**config.mk**
```make
export PLATFORM = sky130hd
export DESIGN_NAME = audio_rate_resampler
export DESIGN_NICKNAME = d
export VERILOG_FILES = /design/src/hdl/arr_pkg.sv /design/src/hdl/audio_rate_resampler.sv /design/src/hdl/arr_div.sv /design/src/hdl/arr_lane.sv
export SDC_FILE = /design/constraint.sdc
export NUM_CORES = 1
export LEC_CHECK = 0
export ABC_AREA = 1
export BUFFER_PORTS_ARGS = -buffer_cell sky130_fd_sc_hd__buf_2
export CAP_MARGIN = 20
export CORE_MARGIN = 5
export CORE_UTILIZATION = 55
export DETAILED_ROUTE_END_ITERATION = 8
export PLACE_DENSITY = 0.75
export SYNTH_ARGS = -nofsm -noshare
export SYNTH_HDL_FRONTEND = slang
export SYNTH_SLANG_ARGS = --single-unit
```
**constraint.sdc**
```tcl
create_clock -name clk -period 7.8 [get_ports clk]
set_input_delay 1.56 -clock clk [delete_from_list [all_inputs] [get_ports clk]]
set_output_delay 1.56 -clock clk [all_outputs]
set_load 0.01 [all_outputs]
```
**src/hdl/arr_pkg.sv**
```systemverilog
// Shared types and constants of the audio rate resampler.
`default_nettype none
package arr_pkg;

	localparam int SAMPLE_W    = 16;
	localparam int RATIO_W     = 17;
	localparam int FRAMES_W    = 12;
	localparam int CHAN_W      = 2;
	localparam int CFG_W       = 17;
	localparam int CFG_IDX_W   = 2;
	localparam int FRAC_W      = 14;
	localparam int TARGET_W    = 4;
	localparam int SUM_W       = 21;
	localparam int RATIO_SCALE = 10000;
	localparam int MAX_RUN     = 64;
	localparam int RUN_W       = 7;

	// Serial divider, one in each lane and one in the sequencer: unsigned, one quotient bit per cycle.
	localparam int DIV_NW = 21;
	localparam int DIV_DW = 14;
	localparam int DIV_CW = $clog2(DIV_NW + 1);

	typedef enum logic [CFG_IDX_W-1:0] {
		REG_RATE_RATIO    = 2'd0,
		REG_FRAMES_IN     = 2'd1,
		REG_FRAMES_OUT    = 2'd2,
		REG_CHANNEL_COUNT = 2'd3
	} cfg_reg_t;

	typedef struct packed {
		logic signed [SAMPLE_W-1:0] in_ch0;
		logic signed [SAMPLE_W-1:0] in_ch1;
	} in_frame_t;

	typedef struct packed {
		logic signed [SAMPLE_W-1:0] out_ch0;
		logic signed [SAMPLE_W-1:0] out_ch1;
		logic                       last_of_run;
		logic                       group_overflow;
	} out_frame_t;

	typedef enum logic [2:0] {
		LN_NOP,
		LN_DIRECT,
		LN_RAMP,
		LN_ACC,
		LN_AVG,
		LN_STEP,
		LN_CLEAR
	} lane_op_t;

	typedef struct packed {
		lane_op_t              op;
		logic                  active;
		logic [FRAMES_W-1:0]   divisor;
	} lane_cmd_t;

	typedef enum logic [1:0] {
		L_IDLE,
		L_RAMP1,
		L_RAMP2,
		L_AVG
	} lane_st_t;

	typedef enum logic [3:0] {
		T_IDLE,
		T_DISPATCH,
		T_DIVG,
		T_RAMP,
		T_DIVF,
		T_ACC,
		T_AVG,
		T_LANE,
		T_EMIT,
		T_FINISH
	} top_st_t;

endpackage
`default_nettype wire

```
**src/hdl/audio_rate_resampler.sv**
```systemverilog
// Top level of the audio rate resampler: sequencer, lanes and result register.
//
// Usage: frames enter on the frame channel (valid/ready), results leave on the
// result channel (valid/ready). The register port (wr_en, wr_index, wr_data)
// sets rate_ratio, frames_in, frames_out and channel_count; write it only
// while the block is idle.
// rate_ratio below 10000 up-samples; below 20000, frames pass through when
// frames_in equals frames_out; 20000 and up down-samples by averaging groups.
// Two channel lanes run side by side, each with its own serial divider; the
// result register merges their values into one result beat.
// A ramp frame runs a group size divide (not on the last frame of the buffer)
// and two lane divides before its first beat, then gives one beat per cycle
// while the receiver takes them, up to 64 beats. A down-sampled frame adds to
// the group sums, with an extra step when a new group starts and a lane divide
// when it closes. One frame is processed at a time.
// The frame channel opens again after the last beat of a frame is loaded,
// so a beat may still wait in the result register while a new frame enters.
// A stalled receiver holds the result register and stops the sequencer at its next beat.
// Reset clears all counters, the held prior frame and the group sums, and
// restores the register defaults (ratio 10000, 160 frames, one channel).
`default_nettype none
module audio_rate_resampler import arr_pkg::*; (
	input  wire logic                 clk,
	input  wire logic                 arst_n,
	input  wire logic                 frame_valid,
	output logic                      frame_ready,
	input  wire in_frame_t            frame,
	output logic                      result_valid,
	input  wire logic                 result_ready,
	output out_frame_t                result,
	input  wire logic                 wr_en,
	input  wire logic [CFG_IDX_W-1:0] wr_index,
	input  wire logic [CFG_W-1:0]     wr_data
);

	// configuration
	logic [RATIO_W-1:0]  ratio_q;
	logic [FRAMES_W-1:0] fin_q;
	logic [FRAMES_W-1:0] fout_q;
	logic [CHAN_W-1:0]   chan_q;

	// buffer state
	logic [FRAMES_W-1:0] fpos_q;
	logic [FRAMES_W-1:0] odone_q;
	logic [FRAC_W-1:0]   frac_q;
	logic [TARGET_W-1:0] gtgt_q;
	logic [TARGET_W-1:0] gfill_q;

	// per-frame working registers
	top_st_t                    st_q, st_d;
	logic signed [SAMPLE_W-1:0] cur0_q;
	logic signed [SAMPLE_W-1:0] cur1_q;
	logic                       last_q;
	logic [FRAMES_W-1:0]        g_q;
	logic [RUN_W-1:0]           cnt_q;
	logic                       ovf_q;
	logic                       adv_q;

	out_frame_t                 res_q;
	logic                       rvalid_q;

	lane_cmd_t                  lcmd [2];
	logic                       lbusy [2];
	logic signed [SAMPLE_W-1:0] lval [2];

	logic                       div_start;
	logic [DIV_NW-1:0]          div_dvd;
	logic [DIV_DW-1:0]          div_dvs;
	logic                       div_done;
	logic [DIV_NW-1:0]          div_quo;
	logic [DIV_DW-1:0]          div_rem;

	logic                       two_ch;
	logic                       up_mode;
	logic                       pass_mode;
	logic                       last_c;
	logic                       out_free;
	logic [FRAMES_W-1:0]        g_last;
	logic [FRAMES_W:0]          od_sum;
	logic [TARGET_W:0]          fill_next;
	logic [RATIO_W:0]           frac_sum;
	logic [TARGET_W-1:0]        tgt_c;
	logic [RATIO_W:0]           frac_rem;

	assign two_ch    = chan_q[1];
	assign up_mode   = ratio_q < RATIO_W'(RATIO_SCALE);
	assign pass_mode = !up_mode && ratio_q < RATIO_W'(2 * RATIO_SCALE);
	assign last_c    = ({1'b0, fpos_q} + 1'b1) >= {1'b0, fin_q};
	assign out_free  = !rvalid_q || result_ready;
	assign g_last    = fout_q > odone_q ? fout_q - odone_q : '0;
	assign od_sum    = {1'b0, odone_q} + {1'b0, g_q};
	assign fill_next = {1'b0, gfill_q} + 1'b1;
	assign frac_sum  = (RATIO_W+1)'(frac_q) + (RATIO_W+1)'(ratio_q);

	// group size from the accumulator: compare against each multiple of the scale
	always_comb begin
		tgt_c = '0;
		for (int k = 1; k < (1 << TARGET_W); k++) begin
			if (frac_sum >= (RATIO_W+1)'(k * RATIO_SCALE)) tgt_c = TARGET_W'(k);
		end
		frac_rem = frac_sum - (RATIO_W+1)'(tgt_c * RATIO_SCALE);
	end

	// register writes
	always_ff @(posedge clk or negedge arst_n) begin
		if (!arst_n) begin
			ratio_q <= RATIO_W'(RATIO_SCALE);
			fin_q   <= FRAMES_W'(160);
			fout_q  <= FRAMES_W'(160);
			chan_q  <= CHAN_W'(1);
		end else if (wr_en) begin
			unique case (cfg_reg_t'(wr_index))
				REG_RATE_RATIO:    ratio_q <= wr_data[RATIO_W-1:0];
				REG_FRAMES_IN:     fin_q   <= wr_data[FRAMES_W-1:0];
				REG_FRAMES_OUT:    fout_q  <= wr_data[FRAMES_W-1:0];
				REG_CHANNEL_COUNT: chan_q  <= wr_data[CHAN_W-1:0];
				default: ;
			endcase
		end
	end

	// sequencer: next state, lane commands and divider start
	always_comb begin
		st_d      = st_q;
		div_start = 1'b0;
		div_dvd   = DIV_NW'(fout_q);
		div_dvs   = DIV_DW'(fin_q);
		for (int i = 0; i < 2; i++) begin
			lcmd[i].op      = LN_NOP;
			lcmd[i].active  = (i == 0) ? 1'b1 : two_ch;
			lcmd[i].divisor = g_q;
		end
		unique case (st_q)
			T_IDLE: if (frame_valid) st_d = T_DISPATCH;
			T_DISPATCH: begin
				if (up_mode) begin
					if (fin_q <= FRAMES_W'(1)) begin
						if (fout_q == '0) begin
							st_d = T_FINISH;
						end else begin
							lcmd[0].op = LN_DIRECT;
							lcmd[1].op = LN_DIRECT;
							st_d       = T_EMIT;
						end
					end else if (last_q) begin
						st_d = T_RAMP;
					end else begin
						div_start = 1'b1;
						st_d      = T_DIVG;
					end
				end else if (pass_mode) begin
					if (fin_q == fout_q) begin
						lcmd[0].op = LN_DIRECT;
						lcmd[1].op = LN_DIRECT;
						st_d       = T_EMIT;
					end else begin
						st_d = T_FINISH;
					end
				end else if (odone_q < fout_q) begin
					if (gtgt_q == '0) begin
						st_d = T_DIVF;
					end else begin
						st_d = T_ACC;
					end
				end else begin
					st_d = T_FINISH;
				end
			end
			T_DIVG: if (div_done) st_d = T_RAMP;
			T_RAMP: begin
				lcmd[0].op = LN_RAMP;
				lcmd[1].op = LN_RAMP;
				st_d       = T_LANE;
			end
			T_DIVF: st_d = T_ACC;
			T_ACC: begin
				lcmd[0].op = LN_ACC;
				lcmd[1].op = LN_ACC;
				if (gtgt_q != '0 && fill_next >= {1'b0, gtgt_q}) st_d = T_AVG;
				else st_d = T_FINISH;
			end
			T_AVG: begin
				lcmd[0].op = LN_AVG;
				lcmd[1].op = LN_AVG;
				st_d       = T_LANE;
			end
			T_LANE: begin
				if (!lbusy[0] && !lbusy[1]) st_d = (cnt_q == '0) ? T_FINISH : T_EMIT;
			end
			T_EMIT: begin
				if (out_free) begin
					if (adv_q) begin
						lcmd[0].op = LN_STEP;
						lcmd[1].op = LN_STEP;
					end
					if (cnt_q == RUN_W'(1)) st_d = T_FINISH;
				end
			end
			T_FINISH: begin
				if (last_q) begin
					lcmd[0].op = LN_CLEAR;
					lcmd[1].op = LN_CLEAR;
				end
				st_d = T_IDLE;
			end
			default: st_d = T_IDLE;
		endcase
	end

	arr_div u_div (
		.clk       (clk),
		.arst_n    (arst_n),
		.start     (div_start),
		.dividend  (div_dvd),
		.divisor   (div_dvs),
		.done      (div_done),
		.quotient  (div_quo),
		.remainder (div_rem)
	);

	arr_lane u_lane0 (
		.clk    (clk),
		.arst_n (arst_n),
		.cmd    (lcmd[0]),
		.cur    (cur0_q),
		.busy   (lbusy[0]),
		.val    (lval[0])
	);

	arr_lane u_lane1 (
		.clk    (clk),
		.arst_n (arst_n),
		.cmd    (lcmd[1]),
		.cur    (cur1_q),
		.busy   (lbusy[1]),
		.val    (lval[1])
	);

	// control state and buffer counters
	always_ff @(posedge clk or negedge arst_n) begin
		if (!arst_n) begin
			st_q     <= T_IDLE;
			fpos_q   <= '0;
			odone_q  <= '0;
			frac_q   <= '0;
			gtgt_q   <= '0;
			gfill_q  <= '0;
			rvalid_q <= 1'b0;
			cnt_q    <= '0;
		end else begin
			st_q <= st_d;
			if (result_ready) rvalid_q <= 1'b0;
			unique case (st_q)
				T_DISPATCH: begin
					// one-frame buffer repeats the frame; passing emits once
					if (up_mode && fin_q <= FRAMES_W'(1)) begin
						cnt_q <= fout_q > FRAMES_W'(MAX_RUN) ? RUN_W'(MAX_RUN)
							: fout_q[RUN_W-1:0];
					end else begin
						cnt_q <= RUN_W'(1);
					end
				end
				T_RAMP: begin
					cnt_q   <= g_q > FRAMES_W'(MAX_RUN) ? RUN_W'(MAX_RUN) : g_q[RUN_W-1:0];
					odone_q <= od_sum[FRAMES_W] ? '1 : od_sum[FRAMES_W-1:0];
				end
				T_DIVF: begin
					gtgt_q <= tgt_c;
					frac_q <= frac_rem[FRAC_W-1:0];
				end
				T_ACC: begin
					if (gtgt_q != '0 && fill_next >= {1'b0, gtgt_q}) begin
						gtgt_q  <= '0;
						gfill_q <= '0;
						odone_q <= odone_q + 1'b1;
					end else begin
						gfill_q <= fill_next[TARGET_W-1:0];
					end
				end
				T_EMIT: begin
					if (out_free) begin
						rvalid_q <= 1'b1;
						cnt_q    <= cnt_q - 1'b1;
					end
				end
				T_FINISH: begin
					if (last_q) begin
						fpos_q  <= '0;
						odone_q <= '0;
						frac_q  <= '0;
						gtgt_q  <= '0;
						gfill_q <= '0;
					end else begin
						fpos_q <= fpos_q + 1'b1;
					end
				end
				default: ;
			endcase
		end
	end

	// frame payload, group size and result beat
	always_ff @(posedge clk) begin
		unique case (st_q)
			T_IDLE: begin
				if (frame_valid) begin
					cur0_q <= frame.in_ch0;
					cur1_q <= two_ch ? frame.in_ch1 : '0;
					last_q <= last_c;
				end
			end
			T_DISPATCH: begin
				ovf_q <= up_mode && fin_q <= FRAMES_W'(1) && fout_q > FRAMES_W'(MAX_RUN);
				adv_q <= 1'b0;
				if (up_mode && last_q) g_q <= g_last;
			end
			T_DIVG: if (div_done) g_q <= div_quo[FRAMES_W-1:0];
			T_RAMP: begin
				ovf_q <= g_q > FRAMES_W'(MAX_RUN);
				adv_q <= 1'b1;
			end
			T_ACC: g_q <= FRAMES_W'(gtgt_q);
			T_EMIT: begin
				if (out_free) begin
					res_q.out_ch0        <= lval[0];
					res_q.out_ch1        <= lval[1];
					res_q.last_of_run    <= cnt_q == RUN_W'(1);
					res_q.group_overflow <= ovf_q;
				end
			end
			default: ;
		endcase
	end

	assign frame_ready  = st_q == T_IDLE;
	assign result_valid = rvalid_q;
	assign result       = res_q;

endmodule
`default_nettype wire

```
**src/hdl/arr_div.sv**
```systemverilog
// Iterative unsigned restoring divider, one quotient bit per cycle.
`default_nettype none
module arr_div import arr_pkg::*; (
	input  wire logic              clk,
	input  wire logic              arst_n,
	input  wire logic              start,
	input  wire logic [DIV_NW-1:0] dividend,
	input  wire logic [DIV_DW-1:0] divisor,
	output logic                   done,
	output logic [DIV_NW-1:0]      quotient,
	output logic [DIV_DW-1:0]      remainder
);

	logic [DIV_NW-1:0] quo_q;
	logic [DIV_DW-1:0] rem_q;
	logic [DIV_DW-1:0] dvs_q;
	logic [DIV_CW-1:0] cnt_q;
	logic              busy_q;
	logic              done_q;
	logic [DIV_DW:0]   trial;
	logic [DIV_DW:0]   diff;
	logic              fits;

	assign trial = {rem_q, quo_q[DIV_NW-1]};
	assign fits  = trial >= {1'b0, dvs_q};
	assign diff  = trial - {1'b0, dvs_q};

	always_ff @(posedge clk or negedge arst_n) begin
		if (!arst_n) begin
			busy_q <= 1'b0;
			done_q <= 1'b0;
			cnt_q  <= '0;
		end else begin
			done_q <= 1'b0;
			if (start) begin
				busy_q <= 1'b1;
				cnt_q  <= DIV_CW'(DIV_NW);
			end else if (busy_q) begin
				cnt_q <= cnt_q - 1'b1;
				if (cnt_q == DIV_CW'(1)) begin
					busy_q <= 1'b0;
					done_q <= 1'b1;
				end
			end
		end
	end

	always_ff @(posedge clk) begin
		if (start) begin
			quo_q <= dividend;
			rem_q <= '0;
			dvs_q <= divisor;
		end else if (busy_q) begin
			quo_q <= {quo_q[DIV_NW-2:0], fits};
			rem_q <= fits ? diff[DIV_DW-1:0] : trial[DIV_DW-1:0];
		end
	end

	assign done      = done_q;
	assign quotient  = quo_q;
	assign remainder = rem_q;

endmodule
`default_nettype wire

```
**src/hdl/arr_lane.sv**
```systemverilog
// One channel lane: prior sample, group sum, ramp value and step.
`default_nettype none
module arr_lane import arr_pkg::*; (
	input  wire logic                       clk,
	input  wire logic                       arst_n,
	input  wire lane_cmd_t                  cmd,
	input  wire logic signed [SAMPLE_W-1:0] cur,
	output logic                            busy,
	output logic signed [SAMPLE_W-1:0]      val
);

	lane_st_t                    st_q, st_d;
	logic signed [SAMPLE_W-1:0]  prior_q;
	logic signed [SUM_W-1:0]     sum_q;
	logic signed [SAMPLE_W-1:0]  val_q;
	logic        [SAMPLE_W-1:0]  step_q;
	logic        [SAMPLE_W-1:0]  q1_q;
	logic        [FRAMES_W-1:0]  g_q;
	logic                        neg_q;

	logic                        div_start;
	logic signed [SUM_W-1:0]     src;
	logic        [DIV_NW-1:0]    div_dvd;
	logic        [DIV_DW-1:0]    div_dvs;
	logic                        div_done;
	logic        [DIV_NW-1:0]    div_quo;
	logic        [DIV_DW-1:0]    div_rem;
	logic        [SAMPLE_W-1:0]  sq;

	assign sq = neg_q ? SAMPLE_W'(-div_quo[SAMPLE_W-1:0]) : div_quo[SAMPLE_W-1:0];

	always_comb begin
		st_d      = st_q;
		div_start = 1'b0;
		src       = SUM_W'(cur);
		div_dvs   = DIV_DW'(g_q);
		unique case (st_q)
			L_IDLE: begin
				div_dvs = DIV_DW'(cmd.divisor);
				if (cmd.op == LN_RAMP && cmd.active && cmd.divisor != '0) begin
					div_start = 1'b1;
					st_d      = L_RAMP1;
				end else if (cmd.op == LN_AVG) begin
					src       = sum_q;
					div_start = 1'b1;
					st_d      = L_AVG;
				end
			end
			L_RAMP1: begin
				src = SUM_W'(prior_q);
				if (div_done) begin
					div_start = 1'b1;
					st_d      = L_RAMP2;
				end
			end
			L_RAMP2: begin
				if (div_done) st_d = L_IDLE;
			end
			L_AVG: begin
				if (div_done) st_d = L_IDLE;
			end
			default: st_d = L_IDLE;
		endcase
		div_dvd = src[SUM_W-1] ? DIV_NW'(-src) : DIV_NW'(src);
	end

	arr_div u_div (
		.clk       (clk),
		.arst_n    (arst_n),
		.start     (div_start),
		.dividend  (div_dvd),
		.divisor   (div_dvs),
		.done      (div_done),
		.quotient  (div_quo),
		.remainder (div_rem)
	);

	always_ff @(posedge clk or negedge arst_n) begin
		if (!arst_n) begin
			st_q    <= L_IDLE;
			prior_q <= '0;
			sum_q   <= '0;
		end else begin
			st_q <= st_d;
			unique case (st_q)
				L_IDLE: begin
					if (cmd.op == LN_ACC) sum_q <= sum_q + SUM_W'(cur);
					if (cmd.op == LN_CLEAR) sum_q <= '0;
					if (cmd.op == LN_RAMP && cmd.active && cmd.divisor == '0) prior_q <= cur;
				end
				L_RAMP2: if (div_done) prior_q <= cur;
				L_AVG:   if (div_done) sum_q <= '0;
				default: ;
			endcase
		end
	end

	always_ff @(posedge clk) begin
		if (div_start) begin
			neg_q <= src[SUM_W-1];
		end
		unique case (st_q)
			L_IDLE: begin
				g_q <= cmd.divisor;
				unique case (cmd.op)
					LN_DIRECT: val_q <= cur;
					LN_STEP:   val_q <= val_q + $signed(step_q);
					LN_RAMP: begin
						if (!cmd.active) begin
							val_q  <= '0;
							step_q <= '0;
						end
					end
					default: ;
				endcase
			end
			L_RAMP1: if (div_done) q1_q <= sq;
			L_RAMP2: begin
				if (div_done) begin
					step_q <= q1_q - sq;
					val_q  <= prior_q;
				end
			end
			L_AVG: if (div_done) val_q <= $signed(sq);
			default: ;
		endcase
	end

	assign busy = st_q != L_IDLE;
	assign val  = val_q;

endmodule
`default_nettype wire

```
Yosys cells after proc, flatten, opt, wreduce, memory -nomap -nowiden
Cells that the tools add are included.
{ "word_totals": {"in_bits": 56, "regBits": 548, "out_inout_bits": 36} }
{ "classes": {"n_mux": 157, "n_addsub": 25, "n_reduce_logical": 72, "n_eq_ne": 56, "n_lt_le_gt_ge": 27, "mul": 1} }
{ "op_table": {"columns": ["op", "n"], "rows": [
  ["$mux 21", 16],
  ["$mux 16", 13],
  ["$pmux 21 s2", 4],
  ["$pmux 16 s3", 3],
  ["$mux 12", 11],
  ["$pmux 16 s2", 4],
  ["$ge 18x17->1 const B", 7],
  ["$mux 4", 25],
  ["$pmux 12 s3", 2],
  ["$mux 14", 4],
  ["$ge 18x16->1 const B", 3],
  ["$add 21x16->21", 2],
  ["$neg 21->21", 2],
  ["$sub 14x14->14", 3],
  ["$mux 1", 40],
  ["$ge 18x15->1 const B", 2],
  ["$ge 18x18->1 const B", 2],
  ["$add 16x16->16", 2],
  ["$neg 16->16", 2],
  ["$pmux 4 s8", 1],
  ["$sub 16x16->16", 2],
  ["$ge 15x14->1", 2],
  ["$mux 5", 6],
  ["$ne 2x2->1 const B", 15],
  ["other kinds (63)", 165]
]} }

Longest topological paths before layout
{ "logic_depth": {"ltp_word": 20, "mapped_depth": 45} }

Hierarchy
Synthesis repeated with hierarchy kept, for this count alone.
{ "unflattened": {"cells_unflattened": 5128, "hier_area_um2": 38306.7} }
{ "modules_own_cells": {"columns": ["mod", "n_inst", "area_each_um2", "cells_each"], "rows": [
  ["audio_rate_resampler", 1, 11581.1, 1427],
  ["arr_lane (u_lane0)", 1, 8550.7, 1250],
  ["arr_lane (u_lane1)", 1, 8504.4, 1230],
  ["arr_div (u_lane0.u_div ...)", 2, 3208.1, 405],
  ["arr_div (u_div)", 1, 3254.4, 411]
]} }

Worst setup path before layout
Ideal clock, no wire load.
{ "synth_path": {"path_type": "input-to-reg", "startpoint": "input port result_ready", "endpoint": "register u_lane0.val_q[0], in the netlist u_lane0.val[0] (enable)", "arrival_ns": 5.054, "setup_slack_ns": 2.332, "stages": 7, "setup_ns": 0.414, "required_time_ns": 7.386, "n_path_buf": 1, "cell_sequence": "nor2_1 -> nor2_1 -> nand2_1 -> clkbuf_1 -> a31oi_1 -> nor2_1 -> a211oi_1"} }
{ "synth_between": {"elab_chain_cells": 6} }
{ "synth_lines": {"columns": ["element", "line", "source"], "rows": [
  ["from (decl)", "audio_rate_resampler.sv:29", "input wire logic result_ready,"],
  ["$logic_or 1x1->1 *", "audio_rate_resampler.sv:89", "assign out_free = !rvalid_q || result_ready;"],
  ["$mux 3 *", "audio_rate_resampler.sv:191", "if (out_free) begin"],
  ["$pmux 3 s6 *", "audio_rate_resampler.sv:133", "unique case (st_q)"],
  ["$eq 3x1->1 / $eq 3x3->1 (equally long branches)", "arr_lane.sv:105", "unique case (cmd.op)"],
  ["$ne 3x3->1 (no line) *", null, null],
  ["$reduce_and 4->1 (no line) *", null, null],
  ["to (signal assigned)", "arr_lane.sv:106", "LN_DIRECT: val_q <= cur;"],
  ["to (signal assigned)", "arr_lane.sv:107", "LN_STEP: val_q <= val_q + $signed(step_q);"],
  ["to (signal assigned)", "arr_lane.sv:121", "val_q <= prior_q;"],
  ["to (decl)", "arr_lane.sv:15", "logic signed [SAMPLE_W-1:0] val_q;"]
]} }
Every way passes the cells marked *; elsewhere a longest branch is shown, timed or not.
A chain may end at the register's enable or synchronous reset.

Final worst setup path
{ "layout_path": {"startpoint": "register ratio_q[2]", "endpoint": "register frac_q[13]"} }
{ "layout_between": {"elab_chain_cells": 20} }
{ "layout_lines": {"columns": ["element", "line", "source"], "rows": [
  ["from (decl)", "audio_rate_resampler.sv:37", "logic [RATIO_W-1:0] ratio_q;"],
  ["from (signal assigned)", "audio_rate_resampler.sv:107", "ratio_q <= RATIO_W'(RATIO_SCALE);"],
  ["from (signal assigned)", "audio_rate_resampler.sv:113", "REG_RATE_RATIO: ratio_q <= wr_data[RATIO_W-1:0];"],
  ["$add 14x17->18 *", "audio_rate_resampler.sv:93", "assign frac_sum = (RATIO_W+1)'(frac_q) + (RATIO_W+1)'(ratio_q);"],
  ["$ge 18x14->1", "audio_rate_resampler.sv:99", "if (frac_sum >= (RATIO_W+1)'(k * RATIO_SCALE)) tgt_c = TARGET_W'(k);"],
  ["$mux 1", "audio_rate_resampler.sv:99", null],
  ["$mux 2 (2 in series)", "audio_rate_resampler.sv:99", null],
  ["$mux 4 (12 in series)", "audio_rate_resampler.sv:99", null],
  ["$mul 4x10->10", "audio_rate_resampler.sv:101", "frac_rem = frac_sum - (RATIO_W+1)'(tgt_c * RATIO_SCALE);"],
  ["$sub 14x14->14 *", "audio_rate_resampler.sv:101", null],
  ["$pmux 14 s2 *", "audio_rate_resampler.sv:253", "unique case (st_q)"],
  ["to (signal assigned)", "audio_rate_resampler.sv:269", "frac_q <= frac_rem[FRAC_W-1:0];"],
  ["to (decl)", "audio_rate_resampler.sv:45", "logic [FRAC_W-1:0] frac_q;"]
]} }
Marks and branches as above.

==> results.cfg <==
[run_status]
outcome = finished, final reports clean

[floorplanning]
std_cell_rows = 91
start_util = 0.5559
die_h_um = 260.0
num_io_pins = 92
die_area_um2 = 67590
die-width_um = 260.0
design.core.area_um2 = 61830

[worst_setup_path]
crit_path_top_delay_cell = sky130_fd_sc_hd__a21oi_1
startpoint = ratio_q[2]
start_kind = register
timing.critical_path.mode_cell = sky130_fd_sc_hd__nand2_1
worstPathMaxFanout = 7
timing.rr.start = ratio_q[2]
worst_path_dominant_cell_family = adder cells
worst_r2r_end = frac_q[13]
setup.worst_path.end_class = register
cp_data_arrival_time_ns = 6.04
worst_path_largest_cell_delay_ns = 0.51
worst_path_bufs_invs = 4
worstPathRequired_ns = 8.32
count_of_cells_along_the_worst_register_to_register_path = 27
timing.setup.critical_path_class = register to register
reg2reg_setup_slack_ns = 2.28

[clock_network]
cts_hold_buf = 0
clk_transition_reported_paths_ns = 0.07
clock_tree.buffer_depth = 3
ctsHtreeMaxLevel = 2
clock_latency_ns = 0.64
cts-root-buf = sky130_fd_sc_hd__clkbuf_16
post_cts_resized = 0
cts_tree = yes
number_of_buffers_created_by_cts = 58
cts_setup_buffers = 0
numClockSinks = 543

[yosys]
synth.top_cells.by_area = sky130_fd_sc_hd__edfxtp_1 26%, sky130_fd_sc_hd__dfrtp_1 14%, sky130_fd_sc_hd__nand2_1 9.7%
synth_edf_count = 293
post_synth.cell_area_avg_um2 = 8.222
synthesis.area_um2 = 34370
yosysTopAreaCellShare = 0.2560
synth-warning-count = 0
synthesis.nets = 4481
seq_total_area_yosys = 0.4309
synth_async_sr_flop_share = 0.3665
ys_seq_elements = 543
synth_top_area_cell = sky130_fd_sc_hd__edfxtp_1
syn_inst = 4180
postSynth.topFlopCell = sky130_fd_sc_hd__edfxtp_1
post_synth_num_cell_types = 74

[global_route]
grt.total_usage = 0.2561
grt_max_degree = 103
grt_first_pass_wirelength_mm = 141.7
grt_pass1_vias = 27122
gr-total-overflow = 0
grt_antenna_before_repair = 3

[placed_design]
detailedPlace.worstSlack_ns = 2.319
dpl.hpwl_mm = 65.14
placed_cells = 5036
routabilityCongestion = 0.9259
detailed_place.area_um2 = 35690
port_buffers = 91

[power_and_ir_drop]
cellPowerDensity_nw_per_um2 = 443.1
leakage_nw = 17.65
worst_ir_drop_vdd_mv = 0.3720

[timing]
setup_ws_ns = 2.278
period_minus_slack_ns = 5.522
drv_slew = 0
finalSetupViolations = 0
fin_tns_setup_ns = 0
rsz0062_at_grt = false
finalCritPeriodShare = 0.7079
max_freq_ghz = 0.1811
finalClockSkew_ns = 0.02806
worstMarginPinSlew_ns = 1.016
worst_slew_margin = 0.3208
timing_hold_violations_final = 0

[detailed_routing]
dr_wl_met3_mm = 7.282
vias = 28794
highest-signal-layer = met5
initial_drc_count = 2548
detailedRoute.firstPassIterationCount = 5
remaining_drc_errors = 0
detail-route-antenna-nets = 0
wl_met1_mm = 39.34
vias_per_cell = 5.593
final_wirelength_mm = 87.89
met2WireLength_mm = 38.84
detail_route.wl_per_cell_um = 17.07

[layout]
final_net_count = 4561
post_route_cell_area_um2 = 37790
drive_above_1_share = 0.07448
layout.cells.non_filler = 5148
layout.filler_cells = 5335
flow.area_growth_from_synthesis_pct = 9.946

[job]
drv_cap = 0

[min_path]
whs_path_depth = 0
min_to = result[25]
hold_path.startpoint = u_lane0.val[7]
timing.hold.worst.class = register to register
placed cells by master (no fill, tap or decap), types with 51 or more instances in the layout:
| cell type | instances |
|---|---|
| sky130_fd_sc_hd__nand2_1 | 884 |
| sky130_fd_sc_hd__inv_1 | 610 |
| sky130_fd_sc_hd__o21ai_0 | 385 |
| sky130_fd_sc_hd__a21oi_1 | 308 |
| sky130_fd_sc_hd__edfxtp_1 | 293 |
| sky130_fd_sc_hd__nor2_1 | 281 |
| sky130_fd_sc_hd__ha_1 | 229 |
| sky130_fd_sc_hd__dfrtp_1 | 190 |
| sky130_fd_sc_hd__xor2_1 | 146 |
| sky130_fd_sc_hd__nand3_1 | 119 |
| sky130_fd_sc_hd__buf_2 | 90 |
| sky130_fd_sc_hd__clkbuf_16 | 58 |
| sky130_fd_sc_hd__dfxtp_1 | 51 |
how the worst max path moves through the flow:
stage | slack (ns) | cells after the start | end
2_1_floorplan | 2.33 | 7 | u_lane0.val[0]
3_3_place_gp | 2.29 | 27 | frac_q[13]
3_5_place_dp | 2.32 | 27 | frac_q[13]
4_1_cts | 2.30 | 27 | frac_q[13]
5_1_grt | 1.71 | 29 | frac_q[13]
6_report | 2.28 | 27 | frac_q[13]
through the flow:
stage / util / hold slack, ns / power (W)
CTS: 0.6109 / 0.4618 / 0.01669
floorplan: - / 0.4003 / 0.01135
global route: 0.6111 / 0.4732 / 0.01818
detailed placement: 0.5773 / 0.4401 / 0.01364
finish: 0.6112 / 0.4590 / 0.01674
global placement: 0.5773 / 0.4366 / 0.01349
kinds of logic (layout without fill, tap and decap cells):
group | Yosys count | in the layout | share of synthesized area
other | 0 | 1 | 0
XOR/XNOR | 194 | 194 | 0.04944
buffers and inverters | 738 | 868 | 0.08213
flip-flops | 543 | 543 | 0.4309
multiplexers | 5 | 5 | 0.001638
adder cells (fa/ha/maj) | 245 | 245 | 0.09269
AND/OR/NAND/NOR | 1444 | 1444 | 0.1743
AO/OA/AOI/OAI | 1011 | 1011 | 0.1689
power by group:
group          switching (W)  internal (W)
logic                0.00569       0.00308
registers           0.000756       0.00424
clock network        0.00121       0.00176
state kept, by name, indices dropped and copies added, names as in the netlist, 17 cells and up:
register	count
ratio_q	17
result	34
u_div.quotient	21
u_lane0.sum_q	21
u_lane0.u_div.quotient	21
u_lane1.sum_q	21
u_lane1.u_div.quotient	21
synthesized netlist by cell type (all sizes together), types with 9 or more instances:
master	count
a21oi	313
a22oi	17
a31oi	25
buf	29
clkbuf	69
dfrtp	190
dfstp	9
dfxtp	51
edfxtp	293
fa	16
ha	229
inv	633
nand2	900
nand3	120
nand4	34
nor2	295
nor3	44
nor4	18
o211ai	44
o21ai	431
o21bai	20
o221ai	32
o22ai	49
o31ai	14
o32ai	9
or2	13
xnor2	48
xor2	146
area by class of cell:
cell class	instances	area (um2)	area share
sequential	543	14810	0.3920
inverter	640	2405	0.06364
clock buffer	70	1556	0.04119
antenna	1	2.502	0.00006623
multi-input combinational	2899	16760	0.4435
tap	837	1047	0.02772
timing repair buffer	118	686.9	0.01818
clock inverter	40	520.5	0.01377
routing by layer:
layer | global-route usage | vias to the layer above
met2 | 0.3987 | 1031
met3 | 0.04388 | 149
met4 | 0.06972 | 2
met1 | 0.3734 | 13334
met5 | 0 | -
li1 | - | 14278
No activity file was read; power rests on OpenSTA's default activity.
